### config.mk
export PLATFORM = sky130hd
export DESIGN_NAME = json_string_unescape_core_flat
export DESIGN_NICKNAME = d
export VERILOG_FILES = /design/src/jsu_pkg.sv /design/src/jsu_in_if.sv /design/src/jsu_out_if.sv /design/src/jsu_decode.sv /design/src/jsu_outbuf.sv /design/src/json_string_unescape_core.sv /design/src/flat_wrapper.sv
export VERILOG_INCLUDE_DIRS = /design/src /design/src/src
export SDC_FILE = /design/constraint.sdc
export NUM_CORES = 1
export LEC_CHECK = 0
export ABC_AREA = 1
export BUFFER_PORTS_ARGS = -buffer_cell sky130_fd_sc_hd__buf_2
export CAP_MARGIN = 40
export CELL_PAD_IN_SITES_DETAIL_PLACEMENT = 0
export CELL_PAD_IN_SITES_GLOBAL_PLACEMENT = 2
export CORE_MARGIN = 4
export CORE_UTILIZATION = 36
export DETAILED_ROUTE_END_ITERATION = 16
export PLACE_DENSITY_LB_ADDON = 0.1
export SLEW_MARGIN = 20
export SYNTH_ARGS = -nofsm -noshare
export SYNTH_HDL_FRONTEND = slang
export SYNTH_HIERARCHICAL = 1
export SYNTH_SLANG_ARGS = --single-unit
export TNS_END_PERCENT = 1
### constraint.sdc
create_clock -name clk -period 3.4 [get_ports clk]
set_clock_uncertainty 0.1 [all_clocks]
set_input_delay 0.68 -clock clk [delete_from_list [all_inputs] [get_ports clk]]
set_output_delay 0.68 -clock clk [all_outputs]
set_load 0.03 [all_outputs]
### src/json_string_unescape_core_macros.svh
// Assertion macros shared by the string unescaper RTL.
`ifndef JSON_STRING_UNESCAPE_CORE_MACROS_SVH
`define JSON_STRING_UNESCAPE_CORE_MACROS_SVH

// Consequent must hold in the same cycle as the antecedent.
`define JSU_ASSERT_SAME(lbl, clk, rst, ante, cons, msg) \
  lbl: assert property (@(posedge clk) disable iff (rst) (ante) |-> (cons)) else $error(msg);

// Consequent must hold in the cycle after the antecedent.
`define JSU_ASSERT_NEXT(lbl, clk, rst, ante, cons, msg) \
  lbl: assert property (@(posedge clk) disable iff (rst) (ante) |=> (cons)) else $error(msg);

`endif

### src/jsu_pkg.sv
// Types, codes and helper functions for the JSON string unescaper.
package jsu_pkg;

  typedef enum logic [2:0] {
    MODE_NORMAL = 3'd0,
    MODE_ESCAPE = 3'd1,
    MODE_HEX0   = 3'd2,
    MODE_HEX1   = 3'd3,
    MODE_HEX2   = 3'd4,
    MODE_HEX3   = 3'd5
  } mode_t;

  typedef enum logic [2:0] {
    ST_DATA          = 3'd0,
    ST_CLOSED        = 3'd1,
    ST_BAD_ESCAPE    = 3'd2,
    ST_BAD_HEX       = 3'd3,
    ST_UNTERMINATED  = 3'd4
  } status_t;

  typedef struct packed {
    logic [7:0] out_byte;
    status_t    status;
    logic       last;
  } result_t;

  // Everything one input byte produces: up to three results, first in slot 0.
  typedef struct packed {
    logic [1:0]        count;
    result_t [2:0]     res;
  } dec_out_t;

  localparam logic [7:0] CH_NUL    = 8'h00;
  localparam logic [7:0] CH_QUOTE  = 8'h22;
  localparam logic [7:0] CH_SLASH  = 8'h2f;
  localparam logic [7:0] CH_BSLASH = 8'h5c;
  localparam logic [7:0] CH_B      = 8'h62;
  localparam logic [7:0] CH_F      = 8'h66;
  localparam logic [7:0] CH_N      = 8'h6e;
  localparam logic [7:0] CH_R      = 8'h72;
  localparam logic [7:0] CH_T      = 8'h74;
  localparam logic [7:0] CH_U      = 8'h75;

  localparam logic [7:0] CTL_BS = 8'h08;
  localparam logic [7:0] CTL_FF = 8'h0c;
  localparam logic [7:0] CTL_LF = 8'h0a;
  localparam logic [7:0] CTL_CR = 8'h0d;
  localparam logic [7:0] CTL_HT = 8'h09;

  localparam logic [15:0] UTF8_ONE_LIMIT = 16'h0080;
  localparam logic [15:0] UTF8_TWO_LIMIT = 16'h0800;
  localparam logic [7:0]  UTF8_CONT      = 8'h80;
  localparam logic [7:0]  UTF8_LEAD2     = 8'hc0;
  localparam logic [7:0]  UTF8_LEAD3     = 8'he0;
  localparam logic [15:0] UTF8_CONT_MASK = 16'h003f;

  // Bit 4 flags a valid hex digit, bits 3:0 carry its value.
  function automatic logic [4:0] hex_decode(input logic [7:0] c);
    logic [4:0] r;
    r = '0;
    if (c >= 8'h30 && c <= 8'h39) r = {1'b1, 4'(c - 8'h30)};
    else if (c >= 8'h61 && c <= 8'h66) r = {1'b1, 4'(c - 8'h57)};
    else if (c >= 8'h41 && c <= 8'h46) r = {1'b1, 4'(c - 8'h37)};
    return r;
  endfunction

  function automatic result_t mk_result(input logic [7:0] b, input status_t s,
                                        input logic l);
    result_t r;
    r.out_byte = b;
    r.status   = s;
    r.last     = l;
    return r;
  endfunction

endpackage

### src/jsu_in_if.sv
// Valid/ready channel that carries raw string body bytes.
interface jsu_in_if;
  logic       valid;
  logic       ready;
  logic [7:0] in_byte;

  modport source (output valid, output in_byte, input ready);
  modport sink   (input valid, input in_byte, output ready);
endinterface

### src/jsu_out_if.sv
// Valid/ready channel that carries decoded bytes and their status.
interface jsu_out_if;
  logic       valid;
  logic       ready;
  logic [7:0] out_byte;
  logic [2:0] status;
  logic       last;

  modport source (output valid, output out_byte, output status, output last, input ready);
  modport sink   (input valid, input out_byte, input status, input last, output ready);
endinterface

### src/jsu_decode.sv
// Combinational decode of one byte against the escape state.
module jsu_decode import jsu_pkg::*; (
  input  mode_t       mode,
  input  logic [15:0] acc,
  input  logic [7:0]  in_byte,
  output mode_t       mode_next,
  output logic [15:0] acc_next,
  output dec_out_t    dec
);

  logic [4:0]  hexv;
  logic [15:0] unit;

  assign hexv = hex_decode(in_byte);
  assign unit = {acc[11:0], hexv[3:0]};

  always_comb begin
    mode_next = mode;
    acc_next  = acc;
    dec       = '0;
    unique case (mode)
      MODE_ESCAPE: begin
        mode_next = MODE_NORMAL;
        dec.count = 2'd1;
        unique case (in_byte)
          CH_QUOTE, CH_BSLASH, CH_SLASH: dec.res[0] = mk_result(in_byte, ST_DATA, 1'b1);
          CH_B: dec.res[0] = mk_result(CTL_BS, ST_DATA, 1'b1);
          CH_F: dec.res[0] = mk_result(CTL_FF, ST_DATA, 1'b1);
          CH_N: dec.res[0] = mk_result(CTL_LF, ST_DATA, 1'b1);
          CH_R: dec.res[0] = mk_result(CTL_CR, ST_DATA, 1'b1);
          CH_T: dec.res[0] = mk_result(CTL_HT, ST_DATA, 1'b1);
          CH_U: begin
            mode_next = MODE_HEX0;
            acc_next  = '0;
            dec.count = 2'd0;
          end
          default: dec.res[0] = mk_result(8'h00, ST_BAD_ESCAPE, 1'b1);
        endcase
      end
      MODE_HEX0, MODE_HEX1, MODE_HEX2, MODE_HEX3: begin
        if (!hexv[4]) begin
          mode_next  = MODE_NORMAL;
          acc_next   = '0;
          dec.count  = 2'd1;
          dec.res[0] = mk_result(8'h00, ST_BAD_HEX, 1'b1);
        end else begin
          acc_next = unit;
          if (mode == MODE_HEX3) begin
            mode_next = MODE_NORMAL;
            if (unit < UTF8_ONE_LIMIT) begin
              dec.count  = 2'd1;
              dec.res[0] = mk_result(unit[7:0], ST_DATA, 1'b1);
            end else if (unit < UTF8_TWO_LIMIT) begin
              dec.count  = 2'd2;
              dec.res[0] = mk_result(UTF8_LEAD2 | 8'(unit >> 6), ST_DATA, 1'b0);
              dec.res[1] = mk_result(UTF8_CONT | 8'(unit & UTF8_CONT_MASK), ST_DATA, 1'b1);
            end else begin
              dec.count  = 2'd3;
              dec.res[0] = mk_result(UTF8_LEAD3 | 8'(unit >> 12), ST_DATA, 1'b0);
              dec.res[1] = mk_result(UTF8_CONT | 8'((unit >> 6) & UTF8_CONT_MASK),
                                     ST_DATA, 1'b0);
              dec.res[2] = mk_result(UTF8_CONT | 8'(unit & UTF8_CONT_MASK), ST_DATA, 1'b1);
            end
          end else begin
            mode_next = mode_t'(3'(mode + 3'd1));
          end
        end
      end
      default: begin
        // Normal mode; unused codes behave the same way.
        mode_next = MODE_NORMAL;
        dec.count = 2'd1;
        priority if (in_byte == CH_NUL) begin
          dec.res[0] = mk_result(8'h00, ST_UNTERMINATED, 1'b1);
        end else if (in_byte == CH_QUOTE) begin
          dec.res[0] = mk_result(8'h00, ST_CLOSED, 1'b1);
        end else if (in_byte == CH_BSLASH) begin
          mode_next = MODE_ESCAPE;
          dec.count = 2'd0;
        end else begin
          dec.res[0] = mk_result(in_byte, ST_DATA, 1'b1);
        end
      end
    endcase
  end

endmodule

### src/jsu_outbuf.sv
// Result register that holds up to three results and hands them out in order.
module jsu_outbuf import jsu_pkg::*; (
  input  logic       clk,
  input  logic       rst,
  input  logic       load,
  input  dec_out_t   load_data,
  input  logic       pop,
  output logic       can_load,
  output logic       head_valid,
  output result_t    head,
  output logic [1:0] cnt
);

  result_t r0, r1, r2;

  assign head_valid = (cnt != 2'd0);
  assign head       = r0;
  // A new set may land once the last pending result leaves this cycle.
  assign can_load   = (cnt == 2'd0) || (cnt == 2'd1 && pop);

  always_ff @(posedge clk) begin
    if (rst) begin
      cnt <= 2'd0;
    end else if (load) begin
      cnt <= load_data.count;
    end else if (pop) begin
      cnt <= cnt - 2'd1;
    end
  end

  always_ff @(posedge clk) begin
    if (load) begin
      r0 <= load_data.res[0];
      r1 <= load_data.res[1];
      r2 <= load_data.res[2];
    end else if (pop) begin
      r0 <= r1;
      r1 <= r2;
    end
  end

endmodule

### src/json_string_unescape_core.sv
// A taken byte passes the input register, then the result register, before results show.
// Throughput: one byte per cycle if each yields at most one result and output is ready.
// A \u escape that expands to two or three UTF-8 bytes holds the input back while
// the single output register drains them, one a cycle when the output is ready.
// Reset (rst, synchronous, active high) returns to normal mode and empties all stages.
`include "json_string_unescape_core_macros.svh"

module json_string_unescape_core import jsu_pkg::*; (
  input logic       clk,
  input logic       rst,
  jsu_in_if.sink    raw,
  jsu_out_if.source decoded
);

  // Input register: one raw byte waiting to be decoded.
  logic       s1_valid;
  logic [7:0] s1_byte;

  // Escape state carried from byte to byte.
  mode_t       mode;
  mode_t       mode_next;
  logic [15:0] acc;
  logic [15:0] acc_next;

  dec_out_t   dec;
  logic       s1_move;
  logic       buf_can_load;
  logic       buf_pop;
  logic       head_valid;
  result_t    head;
  logic [1:0] buf_cnt;

  // The registered byte moves into the result register as soon as that register
  // will be free; the input side takes a new byte in the same cycle, so a stalled
  // output holds the captured byte in the input register and stops new bytes.
  assign s1_move   = s1_valid && buf_can_load;
  assign raw.ready = !s1_valid || s1_move;

  always_ff @(posedge clk) begin
    if (rst) begin
      s1_valid <= 1'b0;
    end else if (raw.ready) begin
      s1_valid <= raw.valid;
    end
  end

  always_ff @(posedge clk) begin
    if (raw.valid && raw.ready) begin
      s1_byte <= raw.in_byte;
    end
  end

  // The escape state advances only when a byte is actually decoded.
  always_ff @(posedge clk) begin
    if (rst) begin
      mode <= MODE_NORMAL;
      acc  <= '0;
    end else if (s1_move) begin
      mode <= mode_next;
      acc  <= acc_next;
    end
  end

  jsu_decode u_decode (
    .mode      (mode),
    .acc       (acc),
    .in_byte   (s1_byte),
    .mode_next (mode_next),
    .acc_next  (acc_next),
    .dec       (dec)
  );

  assign buf_pop = decoded.valid && decoded.ready;

  jsu_outbuf u_outbuf (
    .clk        (clk),
    .rst        (rst),
    .load       (s1_move),
    .load_data  (dec),
    .pop        (buf_pop),
    .can_load   (buf_can_load),
    .head_valid (head_valid),
    .head       (head),
    .cnt        (buf_cnt)
  );

  assign decoded.valid    = head_valid;
  assign decoded.out_byte = head.out_byte;
  assign decoded.status   = head.status;
  assign decoded.last     = head.last;

  // A result that is not the last of its byte always has a successor queued.
  `JSU_ASSERT_SAME(a_not_last_has_more, clk, rst, decoded.valid && !decoded.last,
    buf_cnt >= 2'd2, "non-final result shown with no follower queued")
  // A three-byte expansion keeps the output busy on the following cycle.
  `JSU_ASSERT_NEXT(a_three_byte_held, clk, rst, s1_move && dec.count == 2'd3,
    decoded.valid && buf_cnt != 2'd0, "three-byte UTF-8 expansion lost")
  // After a backslash the next decoded byte ends in normal or hex-gather mode.
  `JSU_ASSERT_NEXT(a_escape_exit, clk, rst, s1_move && mode == MODE_ESCAPE,
    mode == MODE_NORMAL || mode == MODE_HEX0, "bad mode after escape letter")
  // A byte that yields results never overwrites results still waiting.
  `JSU_ASSERT_SAME(a_no_overwrite, clk, rst, s1_move && buf_cnt != 2'd0,
    buf_cnt == 2'd1 && buf_pop, "result register overwritten while busy")

endmodule
### src/flat_wrapper.sv
// flat-port wrapper written by rule: the top's interface ports become plain ports
module json_string_unescape_core_flat import jsu_pkg::*;
  (clk, rst, raw_valid, raw_in_byte, raw_ready, decoded_valid, decoded_out_byte, decoded_status, decoded_last, decoded_ready);
  jsu_in_if raw_i ();
  jsu_out_if decoded_i ();
  input logic clk;
  input logic rst;
  input wire logic [$bits(raw_i.valid)-1:0] raw_valid;
  input wire logic [$bits(raw_i.in_byte)-1:0] raw_in_byte;
  output wire logic [$bits(raw_i.ready)-1:0] raw_ready;
  output wire logic [$bits(decoded_i.valid)-1:0] decoded_valid;
  output wire logic [$bits(decoded_i.out_byte)-1:0] decoded_out_byte;
  output wire logic [$bits(decoded_i.status)-1:0] decoded_status;
  output wire logic [$bits(decoded_i.last)-1:0] decoded_last;
  input wire logic [$bits(decoded_i.ready)-1:0] decoded_ready;
  assign raw_i.valid = raw_valid;
  assign raw_i.in_byte = raw_in_byte;
  assign raw_ready = raw_i.ready;
  assign decoded_valid = decoded_i.valid;
  assign decoded_out_byte = decoded_i.out_byte;
  assign decoded_status = decoded_i.status;
  assign decoded_last = decoded_i.last;
  assign decoded_i.ready = decoded_ready;
  json_string_unescape_core u_core (.clk(clk), .rst(rst), .raw(raw_i), .decoded(decoded_i));
endmodule
==> results.json <==
{
  "arrival_ns": 2.52,
  "layout_commonest_cell": "nand2_1",
  "maxCapViolations": 0,
  "syn2layout_area_growth_pct": 11.5,
  "initial_utilization_pct": 37.6,
  "grt-busiest-layer": "met2",
  "portBuffers": 25,
  "start_kind": "flip-flop",
  "grt_start_max_net_pins": 39,
  "path_cells": "inv_1 -> ha_1 -> inv_1 -> nand3_1 -> nand3_4 -> nand2_8 -> nand2_8 -> inv_2 -> nand2_1 -> o21ai_0 -> nand2_1 -> nand2_1",
  "worst_ep_required_time_ns": 3.40,
  "clk_path_buf_depth": 2,
  "p_leak_nw": 1.98,
  "cp-end-kind": "flip-flop",
  "r2r_cells": 12,
  "totalWireLength_mm": 9.33,
  "grt_antenna_before_repair": 0,
  "drt_iter0_markers": 191,
  "gr-total-overflow": 0,
  "syn_area_per_cell_um2": 7.39,
  "power_density_mw_per_mm2": 568,
  "dieArea_mm2": 0.0121,
  "cts_buffers": 9,
  "coreArea_mm2": 0.00995,
  "insertion_delay_ns": 0.34,
  "cts.sinks": 62,
  "grt_pass1_vias": 3116,
  "period_share_pct": 74.1,
  "setup_viol": 0,
  "clock.fmax_mhz": 397,
  "num_vias": 3117,
  "crit_path_max_fanout": 9,
  "grt_use_total_pct": 17.3,
  "hp-class": "flip-flop to flip-flop",
  "pre_cts_slack_ns": 0.870,
  "globalplace.congestion": 0.927,
  "setup_ws_ns": 0.880,
  "cts.clk_slew.worst_paths_ns": 0.08,
  "use_met3_pct": 4.05,
  "grt_setup_unrepaired": "no",
  "tns_ns": 0,
  "wl_per_cell_um": 13.9,
  "use_met2_pct": 28.3,
  "finalHoldViolCount": 0,
  "holdPathStages": 2,
  "ir_drop_mv": 0.257,
  "firstDrtPassIters": 4,
  "die_h_um": 110,
  "critPathKind": "flip-flop to flip-flop",
  "met1_usage_pct": 22.6,
  "row_count": 36,
  "root_buffer": "clkbuf_8",
  "ant_nets": 0,
  "layout.nets": 551,
  "path_common_cell": "nand2_1",
  "dpl.hpwl_mm": 7.00,
  "hold_buffers": 0,
  "syn_inst": 506,
  "numPlacedInstances": 654,
  "grt_pass1_wl_mm": 15.9,
  "slowest_stage": "edfxtp_1",
  "slowest_delay_ns": 0.47,
  "viasPerCell": 4.65,
  "ioPinCount": 26,
  "slew_viol_final": 0,
  "drc": 0,
  "min_period_ns": 2.52,
  "h-tree-depth": 3,
  "syn_area_mm2": 0.00374,
  "final_cell_mix": "nand2_1 (173), inv_1 (71), nor2_1 (56)",
  "yosys_warnings": 6,
  "cts_tree": "done",
  "cp_top_family": "simple AND/OR/NAND/NOR gates",
  "cp_num_buf_inv": 3,
  "layout-drive-gt1-share_pct": 13.4,
  "antennaDiodeCount": 0,
  "postCtsSetupBuffers": 0,
  "die_w_um": 110,
  "status": "finished, final reports clean",
  "stdcell_count": 671,
  "postCtsResizedCells": 0,
  "worst-path-stages": 12
}
==> metal layers <==
metal / up-vias / routed length [µm]
met5: - / 0
met3: 11 / 418
li1: 1632 / -
met2: 53 / 4420
met1: 1421 / 4350
met4: 0 / 143
==> flip-flops by register name, summed over array words and instances, names as in the netlist <==
register / flops
u_core/acc: 12
u_core/u_outbuf/head: 12
u_core/u_outbuf/r1: 12
u_core/u_outbuf/r2: 12
u_core/s1_byte: 8
u_core/mode: 3
u_core/u_outbuf/cnt: 2
u_core/s1_valid: 1
==> through the flow <==
stage	util, %	hold slack, ns	power (W)	instance area [µm²]
5_1_grt	41.9	0.404	0.00254	4170
3_5_place_dp	39.5	0.393	0.00163	3930
4_1_cts	41.8	0.397	0.00240	4160
6_report	41.9	0.407	0.00237	4170
3_3_place_gp	39.5	0.391	0.00163	3930
2_1_floorplan	-	0.387	0.00148	3770
==> tightest hold or removal path, stage by stage, from the launching register on <==
cell	delay, ns
edfxtp_1	0.32
nand2_1	0.05
nand2_1	0.05
==> path summary, 6_finish.rpt <==
kind,startpoint,endpoint,slack [ns]
setup / recovery,u_core/s1_byte[0],u_core/u_outbuf/head[11],0.88
hold / removal,u_core/u_outbuf/r2[6],u_core/u_outbuf/r1[6],0.41
setup reg to reg,u_core/s1_byte[0],u_core/u_outbuf/head[11],0.88
hold reg to reg,u_core/u_outbuf/r2[6],u_core/u_outbuf/r1[6],0.41
==> final cells by class <==
type / count / area [µm²]
multi-input combinational: 351 / 1630
fill: 1055 / 5780
tap: 133 / 166
timing repair buffer: 30 / 170
clock inverter: 7 / 105
inverter: 79 / 297
sequential: 62 / 1680
clock buffer: 9 / 124
==> power by group <==
part           switching [W]  total, W  internal [W]  leakage, nW
clock               0.000332  0.000756      0.000424        0.112
sequential         0.0000502  0.000988      0.000938        0.571
combinational       0.000453  0.000624      0.000171         1.29
total               0.000836   0.00237       0.00153         1.98
(Power assumes the default switching activity.)
